--- src/rtl/rrtm_pkg.sv ---
// ---------------------------------------------------------------------------
// rrtm_pkg
// Types and constants shared by the request/response tag matcher.
// ---------------------------------------------------------------------------
package rrtm_pkg;

  // field widths of one request and one result
  localparam int unsigned TAG_W        = 32;
  localparam int unsigned CONV_FIELD_W = 16;
  localparam int unsigned FRAME_W      = 32;
  localparam int unsigned TIME_W       = 64;
  localparam int unsigned OPC_W        = 8;
  localparam int unsigned OUTCOME_W    = 3;

  // packed stream widths
  localparam int unsigned IN_TDATA_W  = TAG_W + CONV_FIELD_W + FRAME_W + TIME_W + OPC_W;
  localparam int unsigned OUT_TDATA_W = FRAME_W + OPC_W + TIME_W;

  // sequencer states
  typedef enum logic [1:0] {
    S_IDLE,
    S_SCAN,
    S_DRAIN,
    S_FINISH
  } rrtm_state_e;

  // result kinds
  typedef enum logic [OUTCOME_W-1:0] {
    OUT_STORED    = 3'd0,
    OUT_REPLACED  = 3'd1,
    OUT_DROPPED   = 3'd2,
    OUT_MATCHED   = 3'd3,
    OUT_UNMATCHED = 3'd4
  } rrtm_outcome_e;

endpackage

--- src/rtl/request_response_tag_matcher_core.sv ---
// ---------------------------------------------------------------------------
// request_response_tag_matcher_core
// Outstanding command table keyed by command tag and conversation.
// ---------------------------------------------------------------------------
// Usage
// - s_axis carries one PDU per request: tuser is the response flag, tdata
//   packs tag, conversation, frame number, arrival time and command byte.
// - m_axis returns exactly one result per request: tuser is the outcome
//   (stored, replaced, dropped, matched, unmatched), tdata packs the matched
//   request frame, command byte and elapsed time (zero unless matched).
// - Each request walks the slot table one slot per cycle through a single
//   read port and one tag/conversation comparator; the result is loaded into
//   the output register in the same cycle that s_axis_tready rises again,
//   and the next request is not accepted until then.
// - The table update and the 64-bit elapsed subtraction happen in the final
//   cycle, when the result is loaded into the output register.
// - If m_axis stalls, the finished result waits in the output register;
//   the next request can be accepted and scanned meanwhile, and only its
//   final cycle waits for the output register to empty.
// - Reset clears all slot valid bits at once; slot contents are not reset
//   and are only used from valid slots.
// ---------------------------------------------------------------------------
module request_response_tag_matcher_core
  import rrtm_pkg::*;
#(
  parameter int unsigned TABLE_ENTRIES     = 16,
  parameter int unsigned CONVERSATION_BITS = 16
) (
  input  logic                   clk_i,
  input  logic                   rst_ni,
  // request stream
  input  logic                   s_axis_tvalid,
  output logic                   s_axis_tready,
  // [31:0] command_tag, [47:32] conversation_id, [79:48] frame_number,
  // [143:80] arrival_time_ns, [151:144] ata_opcode
  input  logic [IN_TDATA_W-1:0]  s_axis_tdata,
  // [0] is_response
  input  logic                   s_axis_tuser,
  // result stream
  output logic                   m_axis_tvalid,
  input  logic                   m_axis_tready,
  // [31:0] matched_request_frame, [39:32] matched_opcode, [103:40] elapsed_ns
  output logic [OUT_TDATA_W-1:0] m_axis_tdata,
  // [2:0] outcome
  output logic [OUTCOME_W-1:0]   m_axis_tuser
);

  localparam int unsigned IDX_W     = $clog2(TABLE_ENTRIES);
  localparam int unsigned CONV_W    = CONVERSATION_BITS;
  localparam int unsigned CONV_KEEP =
    (CONVERSATION_BITS < CONV_FIELD_W) ? CONVERSATION_BITS : CONV_FIELD_W;
  localparam logic [IDX_W-1:0] LAST_IDX = IDX_W'(TABLE_ENTRIES - 1);

  typedef struct packed {
    logic [TAG_W-1:0]   tag;
    logic [CONV_W-1:0]  conv;
    logic [FRAME_W-1:0] frame;
    logic [TIME_W-1:0]  stamp;
    logic [OPC_W-1:0]   opcode;
  } slot_t;

  // sequencer
  rrtm_state_e state_q, state_d;
  logic [IDX_W-1:0] cnt_q;

  // latched request
  logic              resp_q;
  slot_t             item_q;

  // slot table
  logic [TABLE_ENTRIES-1:0] valid_q;
  slot_t                    mem_q [TABLE_ENTRIES];
  slot_t                    rd_q;

  // compare stage
  logic             cmp_valid_q;
  logic [IDX_W-1:0] cmp_idx_q;
  logic             match;

  // scan results
  logic               hit_q;
  logic [IDX_W-1:0]   hit_idx_q;
  logic [FRAME_W-1:0] hit_frame_q;
  logic [OPC_W-1:0]   hit_op_q;
  logic [TIME_W-1:0]  hit_time_q;
  logic               free_q;
  logic [IDX_W-1:0]   free_idx_q;

  // result register
  logic               m_valid_q;
  rrtm_outcome_e      m_outcome_q;
  logic [FRAME_W-1:0] m_frame_q;
  logic [OPC_W-1:0]   m_op_q;
  logic [TIME_W-1:0]  m_elapsed_q;

  // control
  logic               s_fire;
  logic               out_free;
  logic               finish_fire;
  logic               scan_en;

  // final decision
  rrtm_outcome_e      outcome;
  logic               wr_en;
  logic               clr_en;
  logic [IDX_W-1:0]   wr_idx;
  logic [TIME_W-1:0]  elapsed;
  slot_t              in_slot;

  // unpack an incoming request, conversation masked to the key width
  always_comb begin
    in_slot.tag    = s_axis_tdata[31:0];
    in_slot.conv   = CONV_W'(s_axis_tdata[32 +: CONV_KEEP]);
    in_slot.frame  = s_axis_tdata[79:48];
    in_slot.stamp  = s_axis_tdata[143:80];
    in_slot.opcode = s_axis_tdata[151:144];
  end

  // handshake and sequencer outputs
  always_comb begin
    s_axis_tready = (state_q == S_IDLE);
    scan_en       = (state_q == S_SCAN);
    out_free      = !m_valid_q || m_axis_tready;
    finish_fire   = (state_q == S_FINISH) && out_free;
    s_fire        = s_axis_tvalid && s_axis_tready;
  end

  // next state
  always_comb begin
    state_d = state_q;
    unique case (state_q)
      S_IDLE: begin
        if (s_fire) state_d = S_SCAN;
      end
      S_SCAN: begin
        if (cnt_q == LAST_IDX) state_d = S_DRAIN;
      end
      S_DRAIN: begin
        state_d = S_FINISH;
      end
      S_FINISH: begin
        if (out_free) state_d = S_IDLE;
      end
      default: state_d = S_IDLE;
    endcase
  end

  always_ff @(posedge clk_i or negedge rst_ni) begin
    if (!rst_ni) begin
      state_q <= S_IDLE;
    end else begin
      state_q <= state_d;
    end
  end

  // slot counter and compare pipeline control
  always_ff @(posedge clk_i or negedge rst_ni) begin
    if (!rst_ni) begin
      cnt_q       <= '0;
      cmp_valid_q <= 1'b0;
      cmp_idx_q   <= '0;
    end else begin
      cmp_valid_q <= scan_en;
      cmp_idx_q   <= cnt_q;
      if (s_fire) begin
        cnt_q <= '0;
      end else if (scan_en) begin
        cnt_q <= cnt_q + 1'b1;
      end
    end
  end

  // latch the accepted request
  always_ff @(posedge clk_i) begin
    if (s_fire) begin
      resp_q <= s_axis_tuser;
      item_q <= in_slot;
    end
  end

  // slot memory: one write port, one registered read port
  always_ff @(posedge clk_i) begin
    if (wr_en) mem_q[wr_idx] <= item_q;
    if (scan_en) rd_q <= mem_q[cnt_q];
  end

  // shared key comparator
  assign match = cmp_valid_q && valid_q[cmp_idx_q] &&
                 (rd_q.tag == item_q.tag) && (rd_q.conv == item_q.conv);

  // scan bookkeeping: matching slot and lowest free slot
  always_ff @(posedge clk_i or negedge rst_ni) begin
    if (!rst_ni) begin
      hit_q  <= 1'b0;
      free_q <= 1'b0;
    end else if (s_fire) begin
      hit_q  <= 1'b0;
      free_q <= 1'b0;
    end else begin
      if (match) hit_q <= 1'b1;
      if (scan_en && !free_q && !valid_q[cnt_q]) free_q <= 1'b1;
    end
  end

  always_ff @(posedge clk_i) begin
    if (match) begin
      hit_idx_q   <= cmp_idx_q;
      hit_frame_q <= rd_q.frame;
      hit_op_q    <= rd_q.opcode;
      hit_time_q  <= rd_q.stamp;
    end
    if (scan_en && !free_q && !valid_q[cnt_q]) free_idx_q <= cnt_q;
  end

  // final decision and table update
  always_comb begin
    outcome = OUT_UNMATCHED;
    wr_en   = 1'b0;
    clr_en  = 1'b0;
    wr_idx  = hit_idx_q;
    elapsed = item_q.stamp - hit_time_q;
    if (!resp_q) begin
      if (hit_q) begin
        outcome = OUT_REPLACED;
        wr_en   = finish_fire;
      end else if (free_q) begin
        outcome = OUT_STORED;
        wr_en   = finish_fire;
        wr_idx  = free_idx_q;
      end else begin
        outcome = OUT_DROPPED;
      end
    end else if (hit_q) begin
      outcome = OUT_MATCHED;
      clr_en  = finish_fire;
    end
  end

  // slot valid bits
  always_ff @(posedge clk_i or negedge rst_ni) begin
    if (!rst_ni) begin
      valid_q <= '0;
    end else begin
      if (wr_en) valid_q[wr_idx] <= 1'b1;
      if (clr_en) valid_q[hit_idx_q] <= 1'b0;
    end
  end

  // result register
  always_ff @(posedge clk_i or negedge rst_ni) begin
    if (!rst_ni) begin
      m_valid_q <= 1'b0;
    end else if (finish_fire) begin
      m_valid_q <= 1'b1;
    end else if (m_axis_tready) begin
      m_valid_q <= 1'b0;
    end
  end

  always_ff @(posedge clk_i) begin
    if (finish_fire) begin
      m_outcome_q <= outcome;
      if (outcome == OUT_MATCHED) begin
        m_frame_q   <= hit_frame_q;
        m_op_q      <= hit_op_q;
        m_elapsed_q <= elapsed;
      end else begin
        m_frame_q   <= '0;
        m_op_q      <= '0;
        m_elapsed_q <= '0;
      end
    end
  end

  assign m_axis_tvalid = m_valid_q;
  assign m_axis_tuser  = m_outcome_q;
  assign m_axis_tdata  = {m_elapsed_q, m_op_q, m_frame_q};

endmodule

--- config.mk ---
export PLATFORM = sky130hd
export DESIGN_NAME = request_response_tag_matcher_core
export DESIGN_NICKNAME = d
export VERILOG_FILES = /design/src/rtl/rrtm_pkg.sv /design/src/rtl/request_response_tag_matcher_core.sv
export SDC_FILE = /design/constraint.sdc
export NUM_CORES = 2
export LEC_CHECK = 0
export BUFFER_PORTS_ARGS = -buffer_cell sky130_fd_sc_hd__buf_4
export CAP_MARGIN = 25
export CORE_MARGIN = 8
export CORE_UTILIZATION = 52
export CTS_CLUSTER_DIAMETER = 150
export DETAILED_ROUTE_END_ITERATION = 6
export GPL_ROUTABILITY_DRIVEN = 0
export GPL_TIMING_DRIVEN = 0
export PLACE_DENSITY_LB_ADDON = 0.3
export SETUP_SLACK_MARGIN = 0.4
export SLEW_MARGIN = 25
export SYNTH_ARGS = -nofsm -noshare
export SYNTH_HDL_FRONTEND = slang
export SYNTH_SLANG_ARGS = --single-unit
--- constraint.sdc ---
create_clock -name clk_i -period 16.7 [get_ports clk_i]
set_input_delay 3.34 -clock clk_i [delete_from_list [all_inputs] [get_ports clk_i]]
set_output_delay 3.34 -clock clk_i [all_outputs]
set_load 0.02 [all_outputs]
### Word level (Yosys, flattened, before mapping)

Memories as Yosys holds them, arrays and structs flattened. A register that Yosys moved wholly into a read port is not among the register bits.
Index checks and enable logic that the tools add are counted.

| storage, ports and cells | value |
|---|---|
| bits in registers | 402 |
| bits in latches | 0 |
| memory bits (writable) | 2,432 |
| bits in read-only memories | 0 |
| bits of input ports | 157 |
| output and inout port bits | 109 |
| word-level logic and storage cells | 100 |
| memories | 1 |

Memories:

| memory | depth | bits a word | rd ports | clocked after memory_dff | write ports | RTL line | text |
|---|---|---|---|---|---|---|---|
| mem_q | 16 | 152 | 1 | 1 | 1 | request_response_tag_matcher_core.sv:72 | `slot_t mem_q [TABLE_ENTRIES];` |

| operators by class | value |
|---|---|
| $add $sub $neg | 2 |
| multipliers | 0 |
| divide/modulo/power cells | 0 |
| magnitude comparators | 6 |
| equality and inequality tests | 10 |
| shift operators | 0 |
| multiplexer cells | 36 |
| bitwise operators | 3 |
| reductions and logical operators | 19 |

Operators with widths:

| kind | count |
|---|---|
| subtractor 64 bit | 1 |
| equality test 32 bit | 1 |
| 2-to-1 mux 16 bit | 2 |
| < comparator 4 x 5 -> 1 bit (second input constant) | 4 |
| 2-to-1 mux 4 bit | 5 |
| 2-to-1 mux 1 bit | 17 |
| bitwise AND 16 bit | 1 |
| equality test 16 bit | 1 |
| inverter 16 bit | 1 |
| OR 16 bit | 1 |
| 2-to-1 mux 2 bit | 5 |
| logical AND 1 bit | 9 |
| binary-select mux 1 bit (select 4 bit) | 2 |
| demux 1 bit (select 4 bit) | 2 |
| greater-or-equal comparator 4 x 1 -> 1 bit (second input constant) | 2 |
| one-hot mux 2 bit (4 select lines) | 1 |
| nonzero test 2 bit | 4 |
| 2-to-1 mux 3 bit | 2 |
| adder 4 x 1 -> 4 bit (second input constant) | 1 |
| equality test 2 bit (second input constant) | 2 |
| equality test 4 bit (second input constant) | 1 |
| inequality test 2 x 1 -> 1 bit (second input constant) | 2 |
| equality test 3 x 2 -> 1 bit (second input constant) | 1 |
| zero test 1 bit | 3 |
| 5 further kinds | 5 |

### Longest topological paths before layout

| depth | value |
|---|---|
| depth after elaboration | 11 |
| depth in mapped cells | 13 |
| mapped depth without buffers | 13 |

### Worst setup path after synthesis

Ideal clock, no wire load.

| timing | value |
|---|---|
| kind | input to register |
| start point | in m_axis_tready |
| end point | reg valid_q[8] |
| setup time | 0.089 ns |
| arrival | 11.101 ns |
| required time | 16.611 ns |
| path slack | 5.509 ns |
| cell stages on the path | 6 |
| path buffers | 0 |
| cell sequence | nand2b_1 > nand2_1 > nor3_1 > nand2_1 > nor2_1 > o32a_1 |

| between the ends | value |
|---|---|
| word-level cells in the longest chain between the ends | 8 |
| elaborated cells on any way between the ends | 10 |
| those cells by class | mux (7); bitwise (1); reduce/logical (2) |

Ends and longest elaborated chain:

| item | RTL line | text |
|---|---|---|
| start: declaration | request_response_tag_matcher_core.sv:41 | `input logic m_axis_tready,` |
| logical OR 1 bit (*) | request_response_tag_matcher_core.sv:123 | `out_free = !m_valid_q \|\| m_axis_tready;` |
| logical AND 1 bit (*) | request_response_tag_matcher_core.sv:124 | `finish_fire = (state_q == S_FINISH) && out_free;` |
| 2-to-1 mux 1 bit | request_response_tag_matcher_core.sv:226 | `end else if (free_q) begin` |
| 2-to-1 mux 1 bit | request_response_tag_matcher_core.sv:223 | `if (hit_q) begin` |
| 2-to-1 mux 1 bit | request_response_tag_matcher_core.sv:222 | `if (!resp_q) begin` |
| 2-to-1 mux 16 bit | request_response_tag_matcher_core.sv:244 | `if (wr_en) valid_q[wr_idx] <= 1'b1;` |
| bitwise AND 16 bit (no line) | -- |  |
| 2-to-1 mux 16 bit (*) | request_response_tag_matcher_core.sv:245 | `if (clr_en) valid_q[hit_idx_q] <= 1'b0;` |
| end signal: assignment | request_response_tag_matcher_core.sv:242 | `valid_q <= '0;` |
| end signal: indexed assignment | request_response_tag_matcher_core.sv:244 |  |
| end signal: indexed assignment | request_response_tag_matcher_core.sv:245 |  |
| end: declaration | request_response_tag_matcher_core.sv:71 | `logic [TABLE_ENTRIES-1:0] valid_q;` |

Every way passes the cells marked *; elsewhere a longest branch is shown, timed or not.
A chain may end at the register's enable or synchronous reset.

### Worst setup path after layout

| timing | value |
|---|---|
| start point | in m_axis_tready |
| end point | mem mem_q[14][123] in the netlist's numbering, enable pin |

| between the ends | value |
|---|---|
| word-level cells in the longest chain between the ends | 7 |

Ends and longest elaborated chain:

| item | RTL line | text |
|---|---|---|
| logical OR 1 bit (*) | request_response_tag_matcher_core.sv:123 |  |
| logical AND 1 bit (*) | request_response_tag_matcher_core.sv:124 |  |
| 2-to-1 mux 1 bit | request_response_tag_matcher_core.sv:226 |  |
| 2-to-1 mux 1 bit (*) | request_response_tag_matcher_core.sv:223 |  |
| 2-to-1 mux 1 bit (*) | request_response_tag_matcher_core.sv:222 |  |
| 2-to-1 mux 1 bit (*) | request_response_tag_matcher_core.sv:183 | `if (wr_en) mem_q[wr_idx] <= item_q;` |
| 2-to-1 mux 1 bit (not written as such) (*) | request_response_tag_matcher_core.sv:183 |  |
| end: declaration | request_response_tag_matcher_core.sv:72 |  |

Marks and branches as above.

==> key figures <==
Synthesis
  • Yosys warns: 0
  • Netlist Area Pre-Place: 113000 um2
  • Top cell type's share of synthesized area: 78.3%
  • Synth top area cells: edfxtp_1 78%, mux4_2 15%, ha_1 0.75%
  • Asr flop ratio synth: 1.00%
  • Sequential area share after synthesis: 79.0%
  • Cells after Synth: 4876
  • Cell variety after synth: 69
  • Post-synthesis register bit count: 2986
  • Synth cell count leaders: 2956 x edfxtp_1, 770 x mux4_2, 163 x clkbuf_1
  • Synth area leader: edfxtp_1
  • Count leader, synth: edfxtp_1
  • Number of enable flip-flop cells after synthesis: 2956
  • Syn nets: 5102
  • Prevailing post-synth register cell: edfxtp_1
  • Syn Area/Cell: 23.3 um2

Timing
  • Fmax: 175 MHz
  • Fin Hold WS: 0.393 ns
  • Setup TNS: 0 ns
  • Worst setup margin: 10.99 ns
  • Slew HR: 23.8%
  • Final min period: 5.71 ns
  • Clk_skew: 0.0668 ns
  • RSZ-0062 raised after global routing: no
  • Final Slew Violations: 0
  • Setup violators final: 0
  • Slew of the pin with the lowest slew margin: 1.14 ns
  • Fin. Hold Viols: 0
  • Tcrit/Tclk final: 34.2%

Clock network
  • Postcts setup bufs: 0
  • CTS Buffer Depth: 4
  • Cts repair resizes: 0
  • Hold Buf Count CTS: 0
  • CTS tree: built
  • CTS sink count: 2986
  • CTS Buf Count: 308
  • Clock-pin slew on the worst setup and hold paths: 0.06 ns
  • H-tree depth: 5
  • Clk Tree Root Cell: clkbuf_16
  • Worst-Skew Late Latency: 0.94 ns

Floorplan
  • Die Y: 483 um
  • I/O pin total: 266
  • Starting Density: 52.3%
  • Chip width: 483 um
  • Site Rows: 171
  • Core area: 217000 um2
  • Die area: 233000 um2

Global route
  • Vias in the first global route: 56774
  • First-pass GRT wire length: 408 mm
  • Largest net degree at the start of global routing: 66
  • GR Overflow Total: 0
  • Initial antenna violation count: 13
  • Global Route Usage Sum: 24.5%

Cells and area
  • P&R area growth vs syn: 18.3%
  • Non-filler cells, final: 8741
  • Post-layout net count: 5887
  • Fraction of layout cells with a size suffix above 1: 30.6%
  • Fillers: 14315
  • Final core utilization: 61.8%

Power and ir drop
  • Static leakage: 43.1 nW
  • P per Cell Area: 155 nW/um2
  • Max rail drop VDD: 0.102 mV

Setup path
  • Crit. End Element: register
  • Setup Crit Path Kind: in -> reg
  • Buf/Inv on CP: 6
  • Type of origin of the critical path: primary input
  • Slowest cell on crit path: nor2_4
  • Slowest stage delay, CP: 0.67 ns
  • Crit path max-delay family: simple AND/OR/NAND/NOR gates
  • Crit path cell chain: buf_4, nand2b_1, nand2_1, nor3_1, nand2_1, nor2_4, buf_12, buf_16, buf_16, buf_16, buf_16
  • Worst Path Max Fanout: 16
  • Most frequent CP cell: buf_16
  • Crit path DAT: 6.33 ns
  • Critical Path RT: 17.32 ns

Hold path
  • Min-delay worst type: reg -> reg

Route
  • DR iter-0 viols: 6981
  • Post-DR vias/cell: 6.36
  • Post-route ant nets: 0
  • # DRC: 0
  • Routed wire per std cell: 32.8 um
  • Drt pass-1 iters: 6
  • Vias post-DR: 55613
  • Routed wire length: 287 mm

Place
  • HPWL Detailed: 182 mm
  • Port Buffers: 265
  • Worst slack, placed: 10.19 ns
  • Placed instance count: 8204

Status
  • Status: finished, final reports clean

Job
  • Maxcap violations: 0
==> through the flow <==
| step | instance area [um2] | power [mW] |
|---|---|---|
| 6_report | 134000 | 20.8 |
| 5_1_grt | 134000 | 21.5 |
| 4_1_cts | 134000 | 21.0 |
| 3_5_place_dp | 124000 | 14.2 |
| 3_3_place_gp | 119000 | 14.1 |
| 2_1_floorplan | 113000 | 12.5 |
==> where the power goes <==
group / switching [mW] / internal (mW) / leakage [nW]
clock network: 2.78 / 4.03 / 4.78
registers: 0.431 / 9.11 / 27.1
logic: 2.40 / 2.08 / 11.2
==> cell type report <==
type / instances / area [um2] / share of cell area [%]
timing repair buffer: 475 / 7000 / 5.22
clock buffer: 376 / 8140 / 6.07
inverter: 97 / 369 / 0.275
antenna: 8 / 20.0 / 0.0149
buffer: 225 / 958 / 0.715
tap: 2854 / 3570 / 2.66
clock inverter: 152 / 1730 / 1.29
sequential: 2986 / 89500 / 66.8
multi-input combinational: 1568 / 22800 / 17.0
==> sequential cells by signal, summed over array words and instances (netlist names), 2 cells and up <==
name,flops
state_q,2
hit_frame_q,32
hit_op_q,8
hit_time_q,64
m_op_q,8
item_q,152
rd_q,152
cnt_q,4
mem_q,2432
valid_q,16
free_idx_q,4
hit_idx_q,4
m_elapsed_q,64
m_axis_tuser,3
cmp_idx_q,4
m_frame_q,32
==> path summary, 6_finish.rpt <==
path	startpoint	depth (start not counted)	end	slack, ns
setup / recovery	m_axis_tready	11	mem_q[14][123]	10.99
min in group asynchronous	rst_ni	1	hit_q	2.37
setup reg to reg	item_q[8]	13	m_elapsed_q[62]	11.85
max in group asynchronous	rst_ni	1	valid_q[5]	13.94
hold reg to reg	rd_q[99]	0	hit_frame_q[27]	0.39
hold / removal	rd_q[99]	0	hit_frame_q[27]	0.39
==> kinds of logic after synthesis <==
| kind of cell | Yosys count | share of synthesized area, % |
|---|---|---|
| buffers and inverters | 322 | 1.07 |
| xor gates and xnor gates | 94 | 0.726 |
| muxes | 777 | 15.4 |
| and+or+nand+nor | 364 | 1.59 |
| adders and majority gates | 69 | 0.768 |
| DFF | 2986 | 79.0 |
| AOI/OAI and AO/OA | 264 | 1.54 |
==> per-layer routing <==
metal | wire length, um | vias to the layer above | share of wire [%] | global-route usage (%)
met4 | 12000 | 4 | 4.2 | 9.19
met1 | 107000 | 29402 | 37 | 32.9
met3 | 27300 | 637 | 9.5 | 4.77
li1 | - | 22213 | - | -
met2 | 141000 | 3357 | 49 | 40.3
met5 | 31 | - | 0.011 | 0
==> placed cells by master, fill, tap and decap left out, types with 17 or more instances in the layout <==
cell,count
a21o_1,49
a21oi_1,93
and3_1,45
buf_12,67
buf_16,123
buf_2,30
buf_4,265
bufinv_16,37
clkbuf_1,184
clkbuf_16,316
clkbuf_2,58
clkinv_1,47
clkinv_2,37
clkinvlp_4,17
dfrtp_1,30
edfxtp_1,2956
ha_1,67
inv_1,96
mux4_2,770
nand2_1,64
nand4_1,36
nor2_1,109
nor3_1,23
o21ai_0,43
xnor2_1,55
xor2_1,39
Power figures use the tool's default switching activity.
